$ cat src/hw/rtl/tbtg_pkg.sv
// Shared constants, types and status codes of the timed beep tone generator.
package tbtg_pkg;

    localparam int unsigned TICK_MS     = 10;
    localparam int unsigned DATA_W      = 16;
    // 1000 times the tick length in ms; dividend of the half-period division
    localparam int unsigned NUMER       = 1000 * TICK_MS;
    localparam int unsigned NUMER_W     = $clog2(NUMER + 1);
    localparam int unsigned DIV_W       = (NUMER_W > DATA_W) ? NUMER_W : DATA_W;
    localparam int unsigned DIV_CNT_W   = $clog2(DIV_W);

    // duration / TICK_MS as multiply by reciprocal, exact for all 16-bit inputs
    localparam int unsigned TICK_LOG    = $clog2(TICK_MS);
    localparam int unsigned RECIP_SHIFT = DATA_W + TICK_LOG;
    localparam int unsigned RECIP_W     = DATA_W + 1;
    localparam int unsigned RECIP       = ((1 << RECIP_SHIFT) + TICK_MS - 1) / TICK_MS;
    localparam int unsigned PROD_W      = DATA_W + RECIP_W;

    typedef logic [DATA_W-1:0] t_word;
    typedef logic [DIV_W-1:0]  t_div_word;
    typedef logic [1:0]        t_status;

    localparam t_status ST_OK      = 2'd0;
    localparam t_status ST_BUSY    = 2'd1;
    localparam t_status ST_INVALID = 2'd2;

endpackage

$ cat src/hw/rtl/timed_beep_tone_generator.sv
// Timed beep tone generator: buzzer square wave with a duration, timer tick driven.
//
// Input channel s_axis: tuser carries the item kind (0 = one timer tick elapsed,
// 1 = beep request); tdata carries tone_freq and duration_ms, used by beeps only.
// Output channel m_axis: one result item per input item, in order, giving the
// buzzer pin level, a status (ok / busy refused / invalid frequency refused)
// and whether a countdown is armed.
// A tick passes through S_DONE into the output register, and the input is ready
// again once the result is written. An accepted beep runs the half-period
// 1000*TICK_MS/tone_freq and the toggle count (duration_ms/TICK_MS)/period one
// after the other on a single bit-serial divider. A beep refused as busy or for
// zero frequency goes straight to S_DONE; one refused for a zero period runs
// only the first division. The input is not ready meanwhile.
// The result sits in an output register, so one further item is taken while a
// result waits; when the receiver stalls, the block then holds until the
// result register frees up.
// Reset (synchronous, active low) disarms the countdown, clears period and
// toggle count and drives the pin high, as at power-up initialization.
module timed_beep_tone_generator (
    input  logic        i_clk,
    input  logic        i_rst_n,
    input  logic        i_s_axis_tvalid,
    output logic        o_s_axis_tready,
    input  logic [31:0] i_s_axis_tdata,  // [15:0] tone_freq, [31:16] duration_ms
    input  logic        i_s_axis_tuser,  // [0] mode
    output logic        o_m_axis_tvalid,
    input  logic        i_m_axis_tready,
    output logic [7:0]  o_m_axis_tdata   // [0] pin_level, [2:1] status, [3] active
);
    import tbtg_pkg::*;

    localparam logic [1:0] S_IDLE = 2'd0;
    localparam logic [1:0] S_DIV1 = 2'd1;  // half-period division
    localparam logic [1:0] S_DIV2 = 2'd2;  // toggle count division
    localparam logic [1:0] S_DONE = 2'd3;  // result waits for the output register

    logic [1:0] r_state;

    // tone state
    t_word      r_period;
    t_word      r_toggles;
    t_word      r_countdown;
    logic       r_armed;
    logic       r_pin;

    // per-item work registers
    t_status    r_res_status;
    t_word      r_dur_ticks;
    t_word      r_new_period;

    // output register
    logic       r_out_valid;
    logic [7:0] r_out_data;

    t_word      w_freq;
    t_word      w_dur;
    logic       w_accept;
    logic       w_beep_go;
    logic       w_out_free;
    logic [PROD_W-1:0] w_dur_prod;
    t_word      w_quo16;

    logic       w_div_start;
    t_div_word  w_div_dividend;
    t_word      w_div_divisor;
    logic       w_div_busy;
    logic       w_div_done;
    t_div_word  w_div_quo;

    assign w_freq     = i_s_axis_tdata[15:0];
    assign w_dur      = i_s_axis_tdata[31:16];
    assign w_accept   = i_s_axis_tvalid && o_s_axis_tready;
    assign w_beep_go  = i_s_axis_tuser && (r_toggles == '0) && (w_freq != '0);
    assign w_out_free = !r_out_valid || i_m_axis_tready;
    // duration in ticks, via reciprocal multiply, registered at acceptance
    assign w_dur_prod = PROD_W'(w_dur) * PROD_W'(RECIP);
    // period is taken modulo 2^16
    assign w_quo16    = w_div_quo[DATA_W-1:0];

    always_comb begin
        w_div_start    = 1'b0;
        w_div_dividend = DIV_W'(NUMER);
        w_div_divisor  = w_freq;
        if (r_state == S_IDLE) begin
            w_div_start = w_accept && w_beep_go;
        end else if (r_state == S_DIV1) begin
            w_div_start    = w_div_done && (w_quo16 != '0);
            w_div_dividend = DIV_W'(r_dur_ticks);
            w_div_divisor  = w_quo16;
        end
    end

    tbtg_div u_div (
        .i_clk      (i_clk),
        .i_rst_n    (i_rst_n),
        .i_start    (w_div_start),
        .i_dividend (w_div_dividend),
        .i_divisor  (w_div_divisor),
        .o_busy     (w_div_busy),
        .o_done     (w_div_done),
        .o_quotient (w_div_quo)
    );

    always_ff @(posedge i_clk) begin
        if (!i_rst_n) begin
            r_state     <= S_IDLE;
            r_period    <= '0;
            r_toggles   <= '0;
            r_countdown <= '0;
            r_armed     <= 1'b0;
            r_pin       <= 1'b1;
            r_out_valid <= 1'b0;
        end else begin
            // a new result takes precedence over the drain of the old one
            if (r_state == S_DONE && w_out_free) begin
                r_out_valid <= 1'b1;
            end else if (i_m_axis_tready) begin
                r_out_valid <= 1'b0;
            end
            unique case (r_state)
                S_IDLE: begin
                    if (w_accept) begin
                        if (!i_s_axis_tuser) begin
                            // timer tick
                            if (r_armed) begin
                                if (r_countdown > t_word'(1)) begin
                                    r_countdown <= r_countdown - 1'b1;
                                end else if (r_toggles == '0) begin
                                    r_countdown <= '0;
                                    r_pin       <= 1'b0;
                                    r_armed     <= 1'b0;
                                end else begin
                                    r_toggles   <= r_toggles - 1'b1;
                                    r_pin       <= ~r_pin;
                                    r_countdown <= r_period;
                                end
                            end
                            r_state <= S_DONE;
                        end else if (w_beep_go) begin
                            r_state <= S_DIV1;
                        end else begin
                            r_state <= S_DONE;
                        end
                    end
                end
                S_DIV1: begin
                    if (w_div_done) begin
                        r_state <= (w_quo16 != '0) ? S_DIV2 : S_DONE;
                    end
                end
                S_DIV2: begin
                    if (w_div_done) begin
                        r_pin       <= 1'b1;
                        r_period    <= r_new_period;
                        r_toggles   <= w_quo16;
                        r_countdown <= r_new_period;
                        r_armed     <= 1'b1;
                        r_state     <= S_DONE;
                    end
                end
                S_DONE: begin
                    if (w_out_free) begin
                        r_state <= S_IDLE;
                    end
                end
                default: r_state <= S_IDLE;
            endcase
        end
    end

    // payload registers
    always_ff @(posedge i_clk) begin
        if (r_state == S_IDLE && w_accept) begin
            r_dur_ticks <= w_dur_prod[RECIP_SHIFT +: DATA_W];
            if (!i_s_axis_tuser) begin
                r_res_status <= ST_OK;
            end else if (r_toggles != '0) begin
                r_res_status <= ST_BUSY;
            end else if (w_freq == '0) begin
                r_res_status <= ST_INVALID;
            end else begin
                r_res_status <= ST_OK;
            end
        end
        if (r_state == S_DIV1 && w_div_done) begin
            r_new_period <= w_quo16;
            if (w_quo16 == '0) begin
                r_res_status <= ST_INVALID;
            end
        end
        if (r_state == S_DONE && w_out_free) begin
            r_out_data <= {4'b0000, r_armed, r_res_status, r_pin};
        end
    end

    assign o_s_axis_tready = (r_state == S_IDLE);
    assign o_m_axis_tvalid = r_out_valid;
    assign o_m_axis_tdata  = r_out_data;

`ifndef SYNTHESIS
    a_ready_div_idle: assert property (@(posedge i_clk) disable iff (!i_rst_n)
        o_s_axis_tready |-> !w_div_busy)
        else $error("input ready while divider busy");

    a_armed_period: assert property (@(posedge i_clk) disable iff (!i_rst_n)
        r_armed |-> (r_period != '0))
        else $error("armed with zero period");

    a_toggles_armed: assert property (@(posedge i_clk) disable iff (!i_rst_n)
        (r_toggles != '0) |-> r_armed)
        else $error("toggles pending while disarmed");

    a_disarmed_count: assert property (@(posedge i_clk) disable iff (!i_rst_n)
        !r_armed |-> (r_countdown == '0))
        else $error("countdown left while disarmed");
`endif

endmodule

$ cat src/hw/rtl/tbtg_div.sv
// Iterative restoring divider, one quotient bit per cycle.
module tbtg_div (
    input  logic                i_clk,
    input  logic                i_rst_n,
    input  logic                i_start,
    input  tbtg_pkg::t_div_word i_dividend,
    input  tbtg_pkg::t_word     i_divisor,
    output logic                o_busy,
    output logic                o_done,
    output tbtg_pkg::t_div_word o_quotient
);
    import tbtg_pkg::*;

    logic                 r_busy;
    logic                 r_done;
    logic [DIV_CNT_W-1:0] r_cnt;
    t_word                r_rem;
    t_div_word            r_quo;
    t_word                r_div;

    logic [DATA_W:0]      w_trial;
    logic [DATA_W:0]      w_diff;
    logic                 w_fit;
    t_word                n_rem;

    always_comb begin
        w_trial = {r_rem, r_quo[DIV_W-1]};
        w_diff  = w_trial - {1'b0, r_div};
        w_fit   = (w_trial >= {1'b0, r_div});
        n_rem   = w_fit ? w_diff[DATA_W-1:0] : w_trial[DATA_W-1:0];
    end

    always_ff @(posedge i_clk) begin
        if (!i_rst_n) begin
            r_busy <= 1'b0;
            r_done <= 1'b0;
            r_cnt  <= '0;
        end else begin
            // done pulses right after the last quotient bit
            r_done <= r_busy && (r_cnt == '0);
            if (i_start && !r_busy) begin
                r_busy <= 1'b1;
                r_cnt  <= DIV_CNT_W'(DIV_W - 1);
            end else if (r_busy) begin
                r_cnt <= r_cnt - 1'b1;
                if (r_cnt == '0) begin
                    r_busy <= 1'b0;
                end
            end
        end
    end

    // quotient bits shift in where dividend bits shift out
    always_ff @(posedge i_clk) begin
        if (i_start && !r_busy) begin
            r_rem <= '0;
            r_quo <= i_dividend;
            r_div <= i_divisor;
        end else if (r_busy) begin
            r_rem <= n_rem;
            r_quo <= {r_quo[DIV_W-2:0], w_fit};
        end
    end

    assign o_busy     = r_busy;
    assign o_done     = r_done;
    assign o_quotient = r_quo;

endmodule
$ cat config.mk
export PLATFORM = sky130hd
export DESIGN_NAME = timed_beep_tone_generator
export DESIGN_NICKNAME = d
export VERILOG_FILES = /design/src/hw/rtl/tbtg_pkg.sv /design/src/hw/rtl/timed_beep_tone_generator.sv /design/src/hw/rtl/tbtg_div.sv
export SDC_FILE = /design/constraint.sdc
export NUM_CORES = 1
export LEC_CHECK = 0
export ABC_AREA = 1
export ABC_CLOCK_PERIOD_IN_PS = 5810
export BUFFER_PORTS_ARGS = -buffer_cell sky130_fd_sc_hd__buf_2
export CORE_UTILIZATION = 45
export CTS_CLUSTER_SIZE = 16
export DETAILED_ROUTE_END_ITERATION = 12
export HOLD_SLACK_MARGIN = 0.08
export PLACE_DENSITY = 0.66
export SLEW_MARGIN = 20
export SYNTH_ARGS = -nofsm -noshare
export SYNTH_HDL_FRONTEND = slang
export SYNTH_SLANG_ARGS = --single-unit
export TNS_END_PERCENT = 5
$ cat constraint.sdc
create_clock -name i_clk -period 5.81 [get_ports i_clk]
set_input_delay 0.581 -clock i_clk [delete_from_list [all_inputs] [get_ports i_clk]]
set_output_delay 0.581 -clock i_clk [all_outputs]
set_load 0.05 [all_outputs]
==> flow_summary.toml <==
[critical_path]
critPathKind = "in -> reg"
crit_path_frequent_cell = "fa_1"
worstPathCellList = "buf_2, ha_1, inv_1, fa_1, fa_1, fa_1, fa_1, inv_1, fa_1, ha_1, a21oi_1, o21ai_0, o21bai_1, a21oi_1, nand2_1, nand2_1, nand2_1"
cp.arrival_ns = 5.18
required_ns = 6.00
slowest_delay_ns = 0.55
cp-end-kind = "register"
crit_slowest_cell = "fa_1"
startpoint_type = "input port"
crit_fanout = 6
path_delay_family = "adder cells"
crit_buf_inv = 3

[synthesis]
synth.cell_area_mm2 = 0.0133
synth_area_leaders = "edfxtp_1, ha_1, fa_1"
synth_edf_count = 65
synth_flop_cell = "dfxtp_1"
netlist.area_leader.share = 0.147
synth_cell_type_count = 48
yosysWarnings = 0
synth_async_sr_flop_share = 0
syn_inst = 1737
yosysTopAreaCell = "edfxtp_1"
ys_seq_elements = 142
avgSynthCellArea_um2 = 7.66
seq_area_frac_synth = 0.263

[clock_tree]
post_cts_resized = 0
clk-insertion-delay-late_ns = 0.43
cts-hold-fix-buffers = 0
clock-sinks = 142
clock_path_buffers = 2
cts_max_level = 4
clk_pin_slew_ns = 0.06
post_cts_buffers = 0
cts_tree = "yes"
cts_buffers = 17
cts-root-buf = "clkbuf_16"

[run]
drv_cap = 0

[route]
drc = 0
first_pass_iters = 6
drt_iter0_drc = 835
wl_per_cell_um = 14.9
finalWirelength_um = 32100
via_per_inst = 5.11
final_antenna_net_count = 0
vias = 11000

[layout]
nets = 2037
fillers = 2933
regArea_mm2 = 0.00349
final_common_cell = "nand2_1"
multi_input_area_mm2 = 0.00833
syn2layout_area_growth_pct = 7.57
final_cell_mix = "nand2_1, inv_1, ha_1"
diodes = 0
drive_above_1_share = 0.0805
instances_no_fill = 2160

[timing]
setup_violations = 0
timing.fmax_ghz = 0.200
min_period_ns = 4.99
rsz0062_at_grt = "false"
slew-limit-headroom = 0.340
worst_pin_slew_ns = 0.984
fin_skew_ns = 0.0100
finalHoldViolCount = 0
finalSetupTns_ns = 0
fin_crit_sh = 0.859
drv_slew = 0

[hold_path]
hold_path.class = "in -> reg"

[global_route]
grt_overflow = 0
grt_pass1_wl_um = 53800
grt_usage = 0.222
grt_max_degree = 37
antenna_found_initial = 0
first_global_vias = 11000

[floorplanning]
die_width_um = 174
rows = 62
fp.dieH_um = 174
dieArea_mm2 = 0.0302
core_mm2 = 0.0289
start_util = 0.461
ios = 47

[place]
dp_cells = 2128
finalWeightedCongestion = 0.940
place_hpwl_um = 26100
io_buffer_count = 42

[run_status]
status = "completed"
==> worst min-delay path, stage by stage <==
cell and delay [ns]:
buf_2 0.07, inv_1 0.04, nand2_1 0.07, a21oi_1 0.06
==> cell usage after synthesis, types with 8 or more instances <==
cell type	instances
nand4_1	16
dfxtp_1	77
nand3_1	104
buf_6	8
nor2_2	11
a21oi_1	103
nand2_2	8
nor2_1	123
xor2_1	13
o21ai_2	16
a21oi_2	8
xnor2_1	11
nand2_1	408
inv_1	323
nor3_1	15
edfxtp_1	65
o21ai_0	83
ha_1	156
fa_1	81
nand3b_1	18
clkbuf_1	18
==> registers in the layout, indices dropped and copies added (netlist names), 2 cells and up <==
signal / cells
r_countdown: 16
u_div.r_div: 16
r_new_period: 16
r_toggles: 16
r_period: 16
u_div.o_quotient: 16
r_state: 2
r_dur_ticks: 13
u_div.r_cnt: 4
o_m_axis_tdata: 4
u_div.r_rem: 16
r_res_status: 2
==> cells by family after synthesis <==
group,Yosys count,share of synthesized area
AO/OA/AOI/OAI,237,0.102
XOR/XNOR,24,0.0158
adder cells (fa/ha/maj),237,0.269
buffers and inverters,371,0.112
flip-flops,142,0.263
other,1,0.000282
AND/OR/NAND/NOR,725,0.239
==> cell type report <==
cell class	count	area share
Multi-Input combinational cell	1227	0.582
Sequential cell	142	0.244
Inverter	331	0.0869
Tap cell	384	0.0336
Clock buffer	18	0.0300
Timing Repair Buffer	44	0.0157
Clock inverter	14	0.00743
==> through the flow <==
stage | cell area (µm²) | setup slack, ns | util | hold WS [ns]
2_1_floorplan | 13300 | 0.870 | - | 0.409
3_3_place_gp | 13800 | 0.424 | 0.477 | 0.436
3_5_place_dp | 13800 | 0.353 | 0.477 | 0.437
4_1_cts | 14300 | 0.815 | 0.496 | 0.432
5_1_grt | 14300 | 0.560 | 0.496 | 0.450
6_report | 14300 | 0.820 | 0.496 | 0.444
==> worst paths after layout <==
kind | end | slack, ns | cells after the start | from
worst min-delay path | o_m_axis_tvalid | 0.44 | 4 | i_m_axis_tready
worst max-delay path | r_dur_ticks[11] | 0.82 | 17 | i_s_axis_tdata[20]
worst min register to register | o_m_axis_tdata[2] | 0.44 | 0 | r_res_status[1]
worst max register to register | u_div.r_div[13] | 2.49 | 8 | r_state[0]
==> per-layer routing <==
metal / share of wire / global-route usage
met1: 0.45 / 0.275
met5: 0 / 0
met4: 0.023 / 0.0724
met2: 0.50 / 0.398
met3: 0.031 / 0.0260
Power is left out: the tool's default activity adds up to more than one toggle a clock period on the data nets, which glitch-free logic cannot reach.
